## config.mk

```make
export PLATFORM = sky130hd
export DESIGN_NAME = multichannel_adc_moving_average
export DESIGN_NICKNAME = d
export VERILOG_FILES = /design/src/hdl/mcadc_pkg.sv /design/src/hdl/mcadc_ram.sv /design/src/hdl/mcadc_front.sv /design/src/hdl/mcadc_fifo.sv /design/src/hdl/mcadc_back.sv /design/src/hdl/multichannel_adc_moving_average.sv
export SDC_FILE = /design/constraint.sdc
export NUM_CORES = 1
export LEC_CHECK = 0
export BUFFER_PORTS_ARGS = -buffer_cell sky130_fd_sc_hd__buf_2
export CORE_UTILIZATION = 55
export DETAILED_ROUTE_END_ITERATION = 6
export HOLD_SLACK_MARGIN = 0.06
export PLACE_DENSITY = 0.79
export RECOVER_POWER = 100
export SYNTH_ARGS = -nofsm -noshare
export SYNTH_HDL_FRONTEND = slang
export SYNTH_SLANG_ARGS = --single-unit
```

## constraint.sdc

```tcl
create_clock -name clock -period 6.7 [get_ports clock]
set_input_delay 0.67 -clock clock [delete_from_list [all_inputs] [get_ports clock]]
set_output_delay 0.67 -clock clock [all_outputs]
set_load 0.03 [all_outputs]
```

## src/hdl/mcadc_pkg.sv

```systemverilog
// Shared types, codes and constants of the multichannel ADC moving average block.
`default_nettype none
package mcadc_pkg;

   // Ring depth used when the top level is not given another value.
   localparam int RING_DEPTH_DEFAULT = 8;

   // Entries of the queue between the front and the back end.
   localparam int QUEUE_DEPTH = 2;

   // Channel codes.
   localparam logic [1:0] CH_GEAR    = 2'd0;
   localparam logic [1:0] CH_BATTERY = 2'd1;
   localparam logic [1:0] CH_TEMP    = 2'd2;
   localparam int NUM_CHANNELS = 3;

   // Configuration register indexes.
   localparam logic [1:0] CSR_GEAR_MIN_LEVEL = 2'd0;
   localparam logic [1:0] CSR_SETTLE_DISCARD = 2'd1;
   localparam logic [1:0] CSR_DWELL_LIMIT    = 2'd2;

   // Configuration reset values.
   localparam logic [7:0] GEAR_MIN_LEVEL_RESET = 8'd10;
   localparam logic [2:0] SETTLE_DISCARD_RESET = 3'd2;
   localparam logic [5:0] DWELL_LIMIT_RESET    = 6'd10;

   // Battery scaling: floor(avg * 1881 / 2560) = floor(floor(avg * 1881 / 512) / 5).
   localparam logic [10:0] BATT_GAIN   = 11'd1881;
   localparam int          BATT_SHIFT  = 9;
   localparam logic [7:0]  DIV5_RECIP  = 8'd205;
   localparam int          DIV5_SHIFT  = 10;
   localparam logic [7:0]  VOLT_MIN    = 8'd100;
   localparam logic [7:0]  VOLT_MAX    = 8'd199;

   // Temperature scaling: trunc((avg * 165 - 6400) / 128).
   localparam logic signed [17:0] TEMP_GAIN   = 18'sd165;
   localparam logic signed [17:0] TEMP_OFFSET = 18'sd6400;
   localparam logic signed [17:0] TEMP_ROUND  = 18'sd127;
   localparam int                 TEMP_SHIFT  = 7;
   localparam logic signed [17:0] TEMP_MIN    = -18'sd40;
   localparam logic signed [17:0] TEMP_MAX    = 18'sd60;

   // One classified conversion, as it travels from the front to the back end.
   typedef struct packed {
      logic [1:0] channel;
      logic       stored;
      logic [7:0] sample;
   } item_type;

   // One finished result.
   typedef struct packed {
      logic [1:0]        channel;
      logic              stored;
      logic [7:0]        gear_average;
      logic [7:0]        battery_average;
      logic [7:0]        temp_average;
      logic [7:0]        battery_tenths_volt;
      logic signed [6:0] temp_celsius;
   } result_type;

endpackage
`default_nettype wire

```

## src/hdl/mcadc_ram.sv

```systemverilog
// Generic single-write, single-read RAM with registered read data.
`default_nettype none
module mcadc_ram #(
   parameter int WIDTH = 8,
   parameter int DEPTH = 8
) (
   input  wire logic                     clock,
   input  wire logic                     wr_en,
   input  wire logic [$clog2(DEPTH)-1:0] wr_addr,
   input  wire logic [WIDTH-1:0]         wr_data,
   input  wire logic [$clog2(DEPTH)-1:0] rd_addr,
   output logic [WIDTH-1:0]              rd_data
);

   logic [WIDTH-1:0] mem_ff [DEPTH];
   logic [WIDTH-1:0] rd_data_ff;

   always_ff @(posedge clock) begin
      if (wr_en) begin
         mem_ff[wr_addr] <= wr_data;
      end
      rd_data_ff <= mem_ff[rd_addr];
   end

   assign rd_data = rd_data_ff;

endmodule
`default_nettype wire

```

## src/hdl/mcadc_front.sv

```systemverilog
// Front end: configuration registers, channel rotation and sample classification.
`default_nettype none
module mcadc_front (
   input  wire logic              clock,
   input  wire logic              reset,
   input  wire logic              req_valid,
   output logic                   req_ready,
   input  wire logic [7:0]        req_sample,
   input  wire logic              csr_wr_en,
   input  wire logic [1:0]        csr_index,
   input  wire logic [7:0]        csr_wr_data,
   input  wire logic              queue_ready,
   output logic                   queue_push,
   output mcadc_pkg::item_type    queue_item
);

   logic [7:0] gear_min_level_ff, gear_min_level_in;
   logic [2:0] settle_discard_ff, settle_discard_in;
   logic [5:0] dwell_limit_ff, dwell_limit_in;
   logic [1:0] channel_ff, channel_in;
   logic [5:0] dwell_ff, dwell_in;
   logic [5:0] dwell_next;
   logic [1:0] channel_next;
   logic       accept;
   logic       settled;
   logic       stored;

   // Configuration writes; an index past the register list is ignored.
   always_comb begin
      gear_min_level_in = gear_min_level_ff;
      settle_discard_in = settle_discard_ff;
      dwell_limit_in    = dwell_limit_ff;
      if (csr_wr_en) begin
         case (csr_index)
            mcadc_pkg::CSR_GEAR_MIN_LEVEL: gear_min_level_in = csr_wr_data;
            mcadc_pkg::CSR_SETTLE_DISCARD: settle_discard_in = csr_wr_data[2:0];
            mcadc_pkg::CSR_DWELL_LIMIT:    dwell_limit_in    = csr_wr_data[5:0];
            default: ;
         endcase
      end
   end

   assign req_ready = queue_ready;
   assign accept    = req_valid && queue_ready;

   // Dwell count advances on every conversion; the first few after a switch settle.
   assign dwell_next = dwell_ff + 6'd1;
   assign settled    = dwell_next > {3'd0, settle_discard_ff};

   always_comb begin
      case (channel_ff)
         mcadc_pkg::CH_GEAR:    channel_next = mcadc_pkg::CH_BATTERY;
         mcadc_pkg::CH_BATTERY: channel_next = mcadc_pkg::CH_TEMP;
         default:               channel_next = mcadc_pkg::CH_GEAR;
      endcase
   end

   // Gear samples must clear the threshold; an unused channel code stores nothing.
   always_comb begin
      case (channel_ff)
         mcadc_pkg::CH_GEAR:    stored = settled && (req_sample > gear_min_level_ff);
         mcadc_pkg::CH_BATTERY: stored = settled;
         mcadc_pkg::CH_TEMP:    stored = settled;
         default:               stored = 1'b0;
      endcase
   end

   // Channel switch once the dwell count passes its limit.
   always_comb begin
      channel_in = channel_ff;
      dwell_in   = dwell_ff;
      if (accept) begin
         dwell_in = dwell_next;
         if (settled && (dwell_next > dwell_limit_ff)) begin
            channel_in = channel_next;
            dwell_in   = 6'd0;
         end
      end
   end

   assign queue_push         = accept;
   assign queue_item.channel = channel_ff;
   assign queue_item.stored  = stored;
   assign queue_item.sample  = req_sample;

   always_ff @(posedge clock) begin
      if (reset) begin
         gear_min_level_ff <= mcadc_pkg::GEAR_MIN_LEVEL_RESET;
         settle_discard_ff <= mcadc_pkg::SETTLE_DISCARD_RESET;
         dwell_limit_ff    <= mcadc_pkg::DWELL_LIMIT_RESET;
         channel_ff        <= mcadc_pkg::CH_GEAR;
         dwell_ff          <= 6'd0;
      end else begin
         gear_min_level_ff <= gear_min_level_in;
         settle_discard_ff <= settle_discard_in;
         dwell_limit_ff    <= dwell_limit_in;
         channel_ff        <= channel_in;
         dwell_ff          <= dwell_in;
      end
   end

endmodule
`default_nettype wire

```

## src/hdl/mcadc_fifo.sv

```systemverilog
// Short queue of classified conversions between the front and the back end.
`default_nettype none
module mcadc_fifo (
   input  wire logic                  clock,
   input  wire logic                  reset,
   input  wire logic                  push,
   input  wire mcadc_pkg::item_type   push_item,
   output logic                       push_ready,
   input  wire logic                  pop,
   output logic                       pop_valid,
   output mcadc_pkg::item_type        pop_item
);

   localparam int PtrW   = $clog2(mcadc_pkg::QUEUE_DEPTH);
   localparam int CountW = $clog2(mcadc_pkg::QUEUE_DEPTH + 1);
   localparam logic [PtrW-1:0]   LastPtr = PtrW'(mcadc_pkg::QUEUE_DEPTH - 1);
   localparam logic [CountW-1:0] FullCount = CountW'(mcadc_pkg::QUEUE_DEPTH);

   mcadc_pkg::item_type entry_ff [mcadc_pkg::QUEUE_DEPTH];
   logic [PtrW-1:0]   wr_ptr_ff, wr_ptr_in;
   logic [PtrW-1:0]   rd_ptr_ff, rd_ptr_in;
   logic [CountW-1:0] count_ff, count_in;
   logic              do_push;
   logic              do_pop;

   assign push_ready = count_ff != FullCount;
   assign pop_valid  = count_ff != '0;
   assign pop_item   = entry_ff[rd_ptr_ff];
   assign do_push    = push && push_ready;
   assign do_pop     = pop && pop_valid;

   // Pointer and occupancy update.
   always_comb begin
      wr_ptr_in = wr_ptr_ff;
      rd_ptr_in = rd_ptr_ff;
      count_in  = count_ff;
      if (do_push) begin
         wr_ptr_in = (wr_ptr_ff == LastPtr) ? '0 : wr_ptr_ff + 1'b1;
      end
      if (do_pop) begin
         rd_ptr_in = (rd_ptr_ff == LastPtr) ? '0 : rd_ptr_ff + 1'b1;
      end
      if (do_push && !do_pop) begin
         count_in = count_ff + 1'b1;
      end else if (do_pop && !do_push) begin
         count_in = count_ff - 1'b1;
      end
   end

   always_ff @(posedge clock) begin
      if (do_push) begin
         entry_ff[wr_ptr_ff] <= push_item;
      end
   end

   always_ff @(posedge clock) begin
      if (reset) begin
         wr_ptr_ff <= '0;
         rd_ptr_ff <= '0;
         count_ff  <= '0;
      end else begin
         wr_ptr_ff <= wr_ptr_in;
         rd_ptr_ff <= rd_ptr_in;
         count_ff  <= count_in;
      end
   end

endmodule
`default_nettype wire

```

## src/hdl/mcadc_back.sv

```systemverilog
// Back end: per-channel rings with running sums, averages and unit scaling.
`default_nettype none
module mcadc_back #(
   parameter int RING_DEPTH = mcadc_pkg::RING_DEPTH_DEFAULT
) (
   input  wire logic                  clock,
   input  wire logic                  reset,
   input  wire logic                  item_valid,
   input  wire mcadc_pkg::item_type   item,
   output logic                       item_pop,
   output logic                       rsp_valid,
   input  wire logic                  rsp_ready,
   output mcadc_pkg::result_type      rsp_result
);

   localparam int NumCh  = mcadc_pkg::NUM_CHANNELS;
   localparam int SlotW  = $clog2(RING_DEPTH);
   localparam int FillW  = $clog2(RING_DEPTH + 1);
   localparam int SumW   = 8 + SlotW;
   localparam int Shift  = SumW + SlotW;
   localparam int RecipW = SumW + 1;
   localparam int ProdW  = SumW + RecipW;
   localparam int Recip  = ((1 << Shift) + RING_DEPTH - 1) / RING_DEPTH;
   localparam logic [RecipW-1:0] RecipConst = RecipW'(Recip);
   localparam logic [SlotW-1:0]  LastSlot   = SlotW'(RING_DEPTH - 1);
   localparam logic [FillW-1:0]  FullCount  = FillW'(RING_DEPTH);

   logic advance;

   // Ring state per channel.
   logic [SlotW-1:0] slot_ff [NumCh];
   logic [FillW-1:0] fill_ff [NumCh];
   logic [SumW-1:0]  sum_ff  [NumCh];

   // Pipeline registers: s1 ring update, s2 reciprocal product, s3 averages,
   // s4 scaling products, s5 output.
   logic       s1_valid_ff, s2_valid_ff, s3_valid_ff, s4_valid_ff, s5_valid_ff;
   logic [1:0] s1_ch_ff, s2_ch_ff, s3_ch_ff, s4_ch_ff;
   logic       s1_st_ff, s2_st_ff, s3_st_ff, s4_st_ff;
   logic [ProdW-1:0] s2_prod_ff [NumCh];
   logic             s2_full_ff [NumCh];
   logic [7:0]       s3_avg_ff  [NumCh];
   logic [7:0]       s4_avg_ff  [NumCh];
   logic [9:0]              s4_volt_ff;
   logic signed [17:0]      s4_temp_ff;
   mcadc_pkg::result_type   s5_result_ff, s5_result_in;

   // The whole pipeline moves unless the output holds a result not yet taken.
   assign advance  = !s5_valid_ff || rsp_ready;
   assign item_pop = advance && item_valid;

   // Rings: the RAM read port always presents the entry at the current slot.
   for (genvar c = 0; c < NumCh; c++) begin : g_ring
      logic             wr_en;
      logic [SlotW-1:0] slot_in;
      logic [FillW-1:0] fill_in;
      logic [SumW-1:0]  sum_in;
      logic [7:0]       old_value;
      logic [7:0]       rd_data;

      assign wr_en     = item_pop && item.stored && (item.channel == 2'(c));
      assign old_value = (fill_ff[c] == FullCount) ? rd_data : 8'd0;

      always_comb begin
         slot_in = slot_ff[c];
         fill_in = fill_ff[c];
         sum_in  = sum_ff[c];
         if (wr_en) begin
            slot_in = (slot_ff[c] == LastSlot) ? '0 : slot_ff[c] + 1'b1;
            if (fill_ff[c] != FullCount) begin
               fill_in = fill_ff[c] + 1'b1;
            end
            sum_in = sum_ff[c] - SumW'(old_value) + SumW'(item.sample);
         end
      end

      mcadc_ram #(
         .WIDTH(8),
         .DEPTH(RING_DEPTH)
      ) u_ram (
         .clock   (clock),
         .wr_en   (wr_en),
         .wr_addr (slot_ff[c]),
         .wr_data (item.sample),
         .rd_addr (slot_in),
         .rd_data (rd_data)
      );

      always_ff @(posedge clock) begin
         if (reset) begin
            slot_ff[c] <= '0;
            fill_ff[c] <= '0;
            sum_ff[c]  <= '0;
         end else begin
            slot_ff[c] <= slot_in;
            fill_ff[c] <= fill_in;
            sum_ff[c]  <= sum_in;
         end
      end

      // Sum divided by the depth through a reciprocal product.
      always_ff @(posedge clock) begin
         if (advance) begin
            s2_prod_ff[c] <= ProdW'(sum_ff[c]) * ProdW'(RecipConst);
            s2_full_ff[c] <= fill_ff[c] == FullCount;
            s3_avg_ff[c]  <= s2_full_ff[c] ? s2_prod_ff[c][Shift +: 8] : 8'd0;
            s4_avg_ff[c]  <= s3_avg_ff[c];
         end
      end
   end

   // Scaling products for battery and temperature.
   logic [18:0]        volt_prod;
   logic signed [17:0] temp_avg_s;
   logic signed [17:0] temp_lin;

   assign volt_prod  = 19'(s3_avg_ff[mcadc_pkg::CH_BATTERY]) * 19'(mcadc_pkg::BATT_GAIN);
   assign temp_avg_s = signed'({10'd0, s3_avg_ff[mcadc_pkg::CH_TEMP]});
   assign temp_lin   = temp_avg_s * mcadc_pkg::TEMP_GAIN - mcadc_pkg::TEMP_OFFSET;

   always_ff @(posedge clock) begin
      if (advance) begin
         s4_volt_ff <= volt_prod[mcadc_pkg::BATT_SHIFT +: 10];
         s4_temp_ff <= temp_lin;
      end
   end

   // Final divide by five, truncating divide by 128, and clamping.
   logic [17:0]        div5_prod;
   logic [7:0]         volt_q;
   logic signed [17:0] temp_div;

   assign div5_prod = 18'(s4_volt_ff) * 18'(mcadc_pkg::DIV5_RECIP);
   assign volt_q    = div5_prod[mcadc_pkg::DIV5_SHIFT +: 8];
   assign temp_div  = (s4_temp_ff < 0) ?
                      ((s4_temp_ff + mcadc_pkg::TEMP_ROUND) >>> mcadc_pkg::TEMP_SHIFT) :
                      (s4_temp_ff >>> mcadc_pkg::TEMP_SHIFT);

   always_comb begin
      s5_result_in.channel         = s4_ch_ff;
      s5_result_in.stored          = s4_st_ff;
      s5_result_in.gear_average    = s4_avg_ff[mcadc_pkg::CH_GEAR];
      s5_result_in.battery_average = s4_avg_ff[mcadc_pkg::CH_BATTERY];
      s5_result_in.temp_average    = s4_avg_ff[mcadc_pkg::CH_TEMP];
      if (volt_q < mcadc_pkg::VOLT_MIN) begin
         s5_result_in.battery_tenths_volt = mcadc_pkg::VOLT_MIN;
      end else if (volt_q > mcadc_pkg::VOLT_MAX) begin
         s5_result_in.battery_tenths_volt = mcadc_pkg::VOLT_MAX;
      end else begin
         s5_result_in.battery_tenths_volt = volt_q;
      end
      if (temp_div < mcadc_pkg::TEMP_MIN) begin
         s5_result_in.temp_celsius = 7'(mcadc_pkg::TEMP_MIN);
      end else if (temp_div > mcadc_pkg::TEMP_MAX) begin
         s5_result_in.temp_celsius = 7'(mcadc_pkg::TEMP_MAX);
      end else begin
         s5_result_in.temp_celsius = 7'(temp_div);
      end
   end

   // Item tags and the output register.
   always_ff @(posedge clock) begin
      if (advance) begin
         s1_ch_ff     <= item.channel;
         s1_st_ff     <= item.stored;
         s2_ch_ff     <= s1_ch_ff;
         s2_st_ff     <= s1_st_ff;
         s3_ch_ff     <= s2_ch_ff;
         s3_st_ff     <= s2_st_ff;
         s4_ch_ff     <= s3_ch_ff;
         s4_st_ff     <= s3_st_ff;
         s5_result_ff <= s5_result_in;
      end
   end

   always_ff @(posedge clock) begin
      if (reset) begin
         s1_valid_ff <= 1'b0;
         s2_valid_ff <= 1'b0;
         s3_valid_ff <= 1'b0;
         s4_valid_ff <= 1'b0;
         s5_valid_ff <= 1'b0;
      end else if (advance) begin
         s1_valid_ff <= item_valid;
         s2_valid_ff <= s1_valid_ff;
         s3_valid_ff <= s2_valid_ff;
         s4_valid_ff <= s3_valid_ff;
         s5_valid_ff <= s4_valid_ff;
      end
   end

   assign rsp_valid  = s5_valid_ff;
   assign rsp_result = s5_result_ff;

endmodule
`default_nettype wire

```

## src/hdl/multichannel_adc_moving_average.sv

```systemverilog
// Top level of the multichannel ADC moving average block.
//
// Input channel (req_): one 8-bit conversion per transfer. The block rotates
// among gear, battery and temperature, drops the settling conversions after
// each switch, and stores the rest (gear only above its threshold) in its ring.
// Result channel (rsp_): one result per input transfer, in order: the channel
// and stored flag on tuser, the three ring averages and the scaled battery
// voltage and temperature on tdata.
// Configuration port (csr_): a write with csr_wr_en high sets register
// csr_index (0 gear threshold, 1 settle discard, 2 dwell limit).
// A result passes from its input transfer through the queue, ring update,
// reciprocal product, averages, scaling products and output register.
// Throughput: one item per cycle while the receiver takes results; each ring
// update takes one RAM read and write per cycle.
// Reset clears the rings (through their fill counts), sums, channel and dwell
// count and loads the register reset values; no result is pending afterward.
// When the receiver stalls, the output register holds its result, the
// pipeline halts and a two-entry queue absorbs new transfers; req_tready
// drops only when that queue is full.
`default_nettype none
module multichannel_adc_moving_average #(
   parameter int RING_DEPTH = mcadc_pkg::RING_DEPTH_DEFAULT
) (
   input  wire logic        clock,
   input  wire logic        reset,
   input  wire logic        req_tvalid,
   output logic             req_tready,
   input  wire logic [7:0]  req_tdata,   // [7:0] adc_sample
   output logic             rsp_tvalid,
   input  wire logic        rsp_tready,
   output logic [39:0]      rsp_tdata,   // [7:0] gear_average, [15:8] battery_average,
                                         // [23:16] temp_average,
                                         // [31:24] battery_tenths_volt,
                                         // [38:32] temp_celsius, [39] zero
   output logic [2:0]       rsp_tuser,   // [1:0] sampled_channel, [2] sample_stored
   input  wire logic        csr_wr_en,
   input  wire logic [1:0]  csr_index,
   input  wire logic [7:0]  csr_wr_data
);

   logic                  queue_push;
   logic                  queue_ready;
   mcadc_pkg::item_type   push_item;
   logic                  queue_valid;
   logic                  queue_pop;
   mcadc_pkg::item_type   pop_item;
   mcadc_pkg::result_type result;

   mcadc_front u_front (
      .clock       (clock),
      .reset       (reset),
      .req_valid   (req_tvalid),
      .req_ready   (req_tready),
      .req_sample  (req_tdata),
      .csr_wr_en   (csr_wr_en),
      .csr_index   (csr_index),
      .csr_wr_data (csr_wr_data),
      .queue_ready (queue_ready),
      .queue_push  (queue_push),
      .queue_item  (push_item)
   );

   mcadc_fifo u_fifo (
      .clock      (clock),
      .reset      (reset),
      .push       (queue_push),
      .push_item  (push_item),
      .push_ready (queue_ready),
      .pop        (queue_pop),
      .pop_valid  (queue_valid),
      .pop_item   (pop_item)
   );

   mcadc_back #(
      .RING_DEPTH(RING_DEPTH)
   ) u_back (
      .clock      (clock),
      .reset      (reset),
      .item_valid (queue_valid),
      .item       (pop_item),
      .item_pop   (queue_pop),
      .rsp_valid  (rsp_tvalid),
      .rsp_ready  (rsp_tready),
      .rsp_result (result)
   );

   // Result packing onto the stream.
   assign rsp_tuser = {result.stored, result.channel};
   assign rsp_tdata = {1'b0, result.temp_celsius, result.battery_tenths_volt,
                       result.temp_average, result.battery_average, result.gear_average};

endmodule
`default_nettype wire

```

==> out/qor.yml, run 1 <==
synth-seq-area-share_pct: 54.6
stdcell_area_mm2: 0.0269
gp_routability_congestion: 0.854
cts_max_path_buffers: 3
final-max-slew-violation-count: 215
layout_worst_path_cycle_share_pct: 75.8
violations: "capacitance limit, slew limit"
area_growth_syn_to_layout_pct: 10.1
worstPathArrival_ns: 5.52
setup_violations: 0
start_kind: "flip-flop"
clock_tree_from_tritoncts: "built"
layout-drive-gt1-share_pct: 5.51
n_fill_cell: 3297
most-common-layout-cells: "sky130_fd_sc_hd__edfxtp_1, sky130_fd_sc_hd__inv_1, sky130_fd_sc_hd__nand2_1, sky130_fd_sc_hd__ha_1, sky130_fd_sc_hd__dfxtp_1"
asyncSetResetFlopFracSynth_pct: 0
number_of_detailed_routing_iterations_run_before_antenna_repair: 5
rsz_0062_raised_after_global_routing: "no"
critPathCaptureType: "flip-flop"
cts.reportedPaths.clkPinSlew_ns: 0.06
antenna_violations_before_repair: 0
insertion_delay_ns: 0.58
syn_area_mm2: 0.0244
floorplan.die.width_um: 213
finalWorstPathRequiredPeriod_ns: 5.08
post_drt_via_cell_ratio: 5.47
classification_of_the_worst_slack_hold_path: "in -> reg"
timing.clock.skew_ns: 0.0195
finalHoldViolCount: 0
final_nets: 2419
worstMarginPinSlew_ns: 4.81
grt_usage_pct: 20.9
placement_stage_worst_setup_slack_ns: 1.92
ys_seq_elements: 482
global_route.overflow_total: 0
first_pass_grt_wire_length_mm: 75.2
vdd_drop_max_uv: 244
netlist-cell-type-count: 75
fin_cells: 2744
postPlaceCellArea_mm2: 0.0254
ant_diodes: 0
cts_setup_buffers: 0
post_synth.cell_area_avg_um2: 12.0
die_y_um: 213
yosys_most_used_dff: "sky130_fd_sc_hd__edfxtp_1"
detail_route.wl_per_cell_um: 16.5
max_freq_mhz: 197
route.antenna.remaining_nets: 0
via_count_of_the_first_global_routing_pass: 15500
post_synthesis_instance_total: 2038
synth-edff-count: 369
numCtsBuffers: 47
postLayoutCoreUtil_pct: 61.9
initial_utilization_pct: 56.2
drt_iter0_markers: 1018
placed_cells: 2659
critPathMaxFanout: 20
headroom_to_the_max_slew_limit_pct: -221
run_status: "complete, but fails checks"
root_buffer: "sky130_fd_sc_hd__clkbuf_16"
tritoncts_num_sinks: 482
post_cts_resized: 0
clock_h_tree_levels: 2
coreArea_mm2: 0.0435
boundaryPins: 68
maximum_capacitance_violations: 5
die_area_mm2: 0.0453
data_required_time_at_the_worst_endpoint_ns: 7.15
timing_worst_setup_path_type: "reg -> reg"
row_count: 76
postCtsHoldBufs: 0
hpwl_mm: 30.8
final_common_cell: "sky130_fd_sc_hd__edfxtp_1"
timing.final.ws_setup_ns: 1.62
grt_max_degree: 102
wl_final_mm: 45.2
timing.setup.tns_ns: 0
power.density_mw_per_mm2: 325
drc: 0
p_leak_uw: 0.0114
yosys_warnings: 0
vias: 15000
buffer_ports.inserted: 66
postSynthNetCount: 2334
-- kinds of logic after synthesis --
| kind of cell | share of synthesized area [%] |
|---|---|
| buffers and inverters | 4.96 |
| multiplexers | 2.55 |
| other | 0.0153 |
| XOR/XNOR | 2.72 |
| adder cells (fa/ha/maj) | 16.1 |
| AND/OR/NAND/NOR | 11.1 |
| AO/OA/AOI/OAI | 7.94 |
| flip-flops | 54.6 |
-- worst max-delay path, cell delays in order, from the launching register on --
cell                         delay (ns)
sky130_fd_sc_hd__dfxtp_1           0.73
sky130_fd_sc_hd__mux2i_1           0.43
sky130_fd_sc_hd__clkinvlp_2        0.35
sky130_fd_sc_hd__nor3_4            0.21
sky130_fd_sc_hd__clkbuf_1          0.72
sky130_fd_sc_hd__mux2i_1           1.26
sky130_fd_sc_hd__buf_4             0.49
sky130_fd_sc_hd__mux2_2            0.38
sky130_fd_sc_hd__o21ai_0           0.24
sky130_fd_sc_hd__o21ai_1           0.11
-- area by class of cell --
class,count,area (um^2),share of cell area [%]
clock buffers,63,1340,4.97
clock inverters,22,330,1.23
inverters,247,932,3.47
multi-input cells,1252,9830,36.6
flip-flops and latches,482,13300,49.6
well taps,585,732,2.72
repair buffers,93,388,1.44
-- power by group --
part | leakage, uW | switching, uW | internal (uW)
Combinational | 0.00589 | 1340 | 829
Clock | 0.000810 | 1100 | 1710
Sequential | 0.00468 | 139 | 3630
-- sequential cells by signal, summed over array words and instances (netlist names), 2 cells and up, named ones only --
signal                       flops
u_back.s3_avg_ff                24
u_back.s4_avg_ff                22
u_back.s4_volt_ff               10
rsp_tdata                       24
u_front.channel_ff               2
u_front.dwell_limit_ff           6
u_back.s4_temp_ff               18
u_front.dwell_ff                 6
u_back.g_ring.u_ram.mem_ff     192
u_back.sum_ff                   33
u_back.s4_ch_ff                  2
u_back.fill_ff                  12
u_back.s2_ch_ff                  2
u_back.s3_ch_ff                  2
u_back.s2_prod_ff               24
u_front.gear_min_level_ff        8
u_front.settle_discard_ff        3
u_back.slot_ff                   9
u_back.s1_ch_ff                  2
u_back.rsp_result               18
u_back.g_ring.u_ram.rd_data     24
u_fifo.entry_ff                 22
u_fifo.count_ff                  2
u_back.s2_full_ff                3
-- routing by layer --
metal	global-route usage, %	wire length (um)	up-vias
met1	26.3	19500	7277
met4	6.52	982	0
met3	2.74	1910	78
li1	-	-	7325
met5	0	0	-
met2	37.3	22900	330
-- metrics by stage --
| step | hold WS (ns) | total power, uW |
|---|---|---|
| after floorplan | 0.400 | 5490 |
| after global routing | 0.304 | 9220 |
| after CTS | 0.281 | 8850 |
| after global placement | 0.403 | 5910 |
| after detailed placement | 0.405 | 6020 |
| final | 0.320 | 8750 |
-- final timing paths --
check                                    start                                        end  slack (ns)  depth (start not counted)
setup / recovery                     flip-flop  u_back.g_ring[0].u_ram.rd_data[6]$_DFF_P_        1.62                          9
hold / removal                  csr_wr_data[6]  u_front.gear_min_level_ff[6]$_SDFFE_PP0P_        0.32                          3
setup reg to reg                     flip-flop  u_back.g_ring[0].u_ram.rd_data[6]$_DFF_P_        1.62                          9
hold reg to reg   u_back.s3_ch_ff[1]$_DFFE_PP_               u_back.s4_ch_ff[1]$_DFFE_PP_        0.41                          0
-- synth_stat cells, types with 6 or more instances --
master	number	area share (%)
sky130_fd_sc_hd__edfxtp_1	369	45
sky130_fd_sc_hd__inv_1	244	3.7
sky130_fd_sc_hd__nand2_1	218	3.3
sky130_fd_sc_hd__ha_1	204	10
sky130_fd_sc_hd__dfxtp_1	113	9.3
sky130_fd_sc_hd__nor2_1	94	1.4
sky130_fd_sc_hd__a21oi_1	82	1.7
sky130_fd_sc_hd__and2_1	71	1.8
sky130_fd_sc_hd__fa_1	69	5.7
sky130_fd_sc_hd__nand3_1	55	1.1
sky130_fd_sc_hd__xnor2_1	45	1.6
sky130_fd_sc_hd__o21ai_0	36	0.74
sky130_fd_sc_hd__mux2i_1	35	1.4
sky130_fd_sc_hd__xor2_1	31	1.1
sky130_fd_sc_hd__clkbuf_1	27	0.41
sky130_fd_sc_hd__a211oi_1	25	0.77
sky130_fd_sc_hd__a311oi_1	19	0.68
sky130_fd_sc_hd__nor3_1	19	0.39
sky130_fd_sc_hd__a31o_1	16	0.57
sky130_fd_sc_hd__o21ai_1	16	0.33
sky130_fd_sc_hd__a21o_1	15	0.46
sky130_fd_sc_hd__buf_2	13	0.27
sky130_fd_sc_hd__nand4_1	13	0.33
sky130_fd_sc_hd__nor4_1	12	0.31
sky130_fd_sc_hd__o211ai_1	12	0.37
sky130_fd_sc_hd__mux2_2	11	0.51
sky130_fd_sc_hd__nor2b_1	11	0.28
sky130_fd_sc_hd__nand2b_1	10	0.26
sky130_fd_sc_hd__nor3b_1	10	0.31
sky130_fd_sc_hd__o21a_1	10	0.31
sky130_fd_sc_hd__o21bai_1	10	0.31
sky130_fd_sc_hd__and3_1	9	0.23
sky130_fd_sc_hd__mux2_1	8	0.37
sky130_fd_sc_hd__a31oi_1	7	0.18
sky130_fd_sc_hd__buf_1	7	0.11
sky130_fd_sc_hd__or3_1	7	0.18
sky130_fd_sc_hd__buf_4	6	0.18
sky130_fd_sc_hd__nor4b_1	6	0.22
No activity file was read; power rests on OpenSTA's default activity.
==> inputs of run 2 (changes only) <==
Settings changed: PLACE_DENSITY 0.79 to 0.77.
Clock period 6.7 ns to 5.21 ns, I/O delays scaled along.
==> run 2 against run 1 <==
  * The run still ends with capacitance limit, slew limit left
  * Clock power grew 20%
  * Cell area shrank 0.16%
  * Sequential cell count is the same
  * Clock skew fell by 0.0023 ns
  * Critical path depth grew 7
  * Highest routed layer unchanged
  * First-iteration DRC count decreased by 16%
  * Core utilization decreased by 0.098 points
  * Non-clock buffer count grew 16
  * Sequential power grew 28%
==> out/qor.yml, run 2 (synthesis results as in run 1) <==
first_pass_grt_wire_length_mm: 73.9  # was 75.2 mm
initial_utilization_pct: 56.2  # unchanged
root_buffer: "sky130_fd_sc_hd__clkbuf_16"  # unchanged
seqCellArea_mm2: 0.0133  # unchanged
timing.setup.tns_ns: 0  # unchanged
start_kind: "flip-flop"  # unchanged
cts_setup_buffers: 0  # unchanged
grt_max_degree: 160  # was 102
placement_stage_worst_setup_slack_ns: 0.389  # was 1.92 ns
timing.clock.skew_ns: 0.0171  # was 0.0195 ns
critical_path_buf_inv_count: 4  # was 3
cp_top_family: "adder cells"  # was multiplexers
most-common-layout-cells: "sky130_fd_sc_hd__edfxtp_1, sky130_fd_sc_hd__inv_1, sky130_fd_sc_hd__nand2_1, sky130_fd_sc_hd__ha_1, sky130_fd_sc_hd__dfxtp_1"  # unchanged
tritoncts_num_sinks: 482  # unchanged
violations: "capacitance limit, slew limit"  # unchanged
hold_slack_ns: 0.158  # was 0.320 ns
clock_h_tree_levels: 2  # unchanged
data_required_time_at_the_worst_endpoint_ns: 5.54  # was 7.15 ns
via_count_of_the_first_global_routing_pass: 15200  # was 15,500
antenna_violations_before_repair: 0  # unchanged
floorplan.die.width_um: 213  # unchanged
detail_route.wl_per_cell_um: 16.4  # was 16.5 um
largest_register_ff_count: 192  # unchanged
critPathCaptureType: "flip-flop"  # unchanged
worstPathArrival_ns: 5.17  # was 5.52 ns
die_area_mm2: 0.0453  # unchanged
ant_diodes: 0  # unchanged
p_leak_uw: 0.0113  # was 0.0114 uW
registers.top_by_ff_count: "u_back.g_ring.u_ram.mem_ff"  # unchanged
drt_iter0_markers: 858  # was 1,018
timing_worst_setup_path_type: "reg -> reg"  # unchanged
setup_violations: 0  # unchanged
timing.final.ws_setup_ns: 0.369  # was 1.62 ns
coreArea_mm2: 0.0435  # unchanged
finalWorstPathRequiredPeriod_ns: 4.84  # was 5.08 ns
final_common_cell: "sky130_fd_sc_hd__edfxtp_1"  # unchanged
insertion_delay_ns: 0.59  # was 0.58 ns
boundaryPins: 68  # unchanged
finalHoldViolCount: 0  # unchanged
final_nets: 2437  # was 2,419
worst_path_max_delay_cell: "sky130_fd_sc_hd__fa_1"  # was sky130_fd_sc_hd__mux2i_1
crit_chain: "ha_1 > inv_1 > fa_1 > inv_1 > fa_1 > inv_1 > fa_1 > inv_1 > ha_1 > a2111o_1 > o21ai_1 > nand2_1 > a221o_1 > xor2_1 > nand2b_1 > a21oi_1"  # was mux2i_1 > clkinvlp_2 > nor3_4 > clkbuf_1 > mux2i_1 > buf_4 > mux2_2 > o21ai_0 > o21ai_1
n_fill_cell: 3390  # was 3,297
global_route.overflow_total: 0  # unchanged
number_of_detailed_routing_iterations_run_before_antenna_repair: 5  # unchanged
headroom_to_the_max_slew_limit_pct: -223  # was -221%
buffer_ports.inserted: 66  # unchanged
wl_final_mm: 45.4  # was 45.2 mm
crit_path_max_incr_delay_ns: 0.54  # was 1.26 ns
layout_worst_path_cycle_share_pct: 92.9  # was 75.8%
layout-drive-gt1-share_pct: 5.50  # was 5.51%
post_drt_via_cell_ratio: 5.46  # was 5.47
dominant_cell_type_by_count_on_the_critical_path: "sky130_fd_sc_hd__inv_1"  # was sky130_fd_sc_hd__mux2i_1
vias: 15100  # was 15,000
max_freq_mhz: 207  # was 197 MHz
vdd_drop_max_uv: 279  # was 244 uV
power.total_uw: 11000  # was 8750 uW
die_y_um: 213  # unchanged
cts_max_path_buffers: 3  # unchanged
clock_tree_from_tritoncts: "built"  # unchanged
maximum_capacitance_violations: 1  # was 5
gp_routability_congestion: 0.880  # was 0.854
run_status: "complete, but fails checks"  # unchanged
hpwl_mm: 31.3  # was 30.8 mm
biggestRegsByFlops: "u_back.g_ring.u_ram.mem_ff x192, u_back.sum_ff x33"  # unchanged
post_cts_resized: 0  # unchanged
rsz_0062_raised_after_global_routing: "no"  # unchanged
classification_of_the_worst_slack_hold_path: "in -> reg"  # unchanged
cts.reportedPaths.clkPinSlew_ns: 0.06  # about the same
numCtsBuffers: 49  # was 47
row_count: 76  # unchanged
power.density_mw_per_mm2: 411  # was 325 mW/mm^2
postCtsHoldBufs: 0  # unchanged
grt_usage_pct: 20.5  # was 20.9%
final-max-slew-violation-count: 102  # was 215
drc: 0  # unchanged
worstMarginPinSlew_ns: 4.84  # was 4.81 ns
area_growth_syn_to_layout_pct: 9.88  # was 10.1%
multiInputGateArea_mm2: 0.00983  # about the same
route.antenna.remaining_nets: 0  # unchanged
critPathMaxFanout: 6  # was 20
run 2: worst paths after layout:
check	startpoint	to	slack, ns	cells past startpoint
min	csr_wr_data[3]	u_front.gear_min_level_ff[3]$_SDFFE_PP1P_	0.16	2
max reg2reg	u_back.s4_volt_ff[6]$_DFFE_PP_	u_back.rsp_result[10]$_SDFFCE_PP0P_	0.37	16
max	u_back.s4_volt_ff[6]$_DFFE_PP_	u_back.rsp_result[10]$_SDFFCE_PP0P_	0.37	16
min reg2reg	u_back.s1_ch_ff[1]$_DFFE_PP_	u_back.s2_ch_ff[1]$_DFFE_PP_	0.42	0
run 2: layout make-up:
| type | instances | share of cell area, % |
|---|---|---|
| sequential | 482 | 49.7 |
| tap | 585 | 2.73 |
| clock buffer | 76 | 5.17 |
| multi-input combinational | 1252 | 36.6 |
| clock inverter | 16 | 0.582 |
| inverter | 247 | 3.46 |
| timing repair buffer | 109 | 1.78 |
run 2: layer usage:
metal  vias up  track usage, %  share of wire (%)
met3        61            2.72                4.5
met4         0            6.87                2.1
li1       7364               -                  -
met5         -               0                  0
met1      7368            26.7                 44
met2       327            35.4                 49
run 2: power by group:
part	internal [uW]	total, uW	switching, uW
Sequential	4670	4830	165
Combinational	1080	2850	1770
Clock	1940	3370	1430
run 2: stage by stage:
step	instances	area (um^2)	utilization, %
6_report	2767	26900	61.8
3_3_place_gp	2675	25600	58.9
5_1_grt	2767	26900	61.8
4_1_cts	2767	27100	62.4
2_1_floorplan	2038	24400	-
3_5_place_dp	2675	25600	58.9
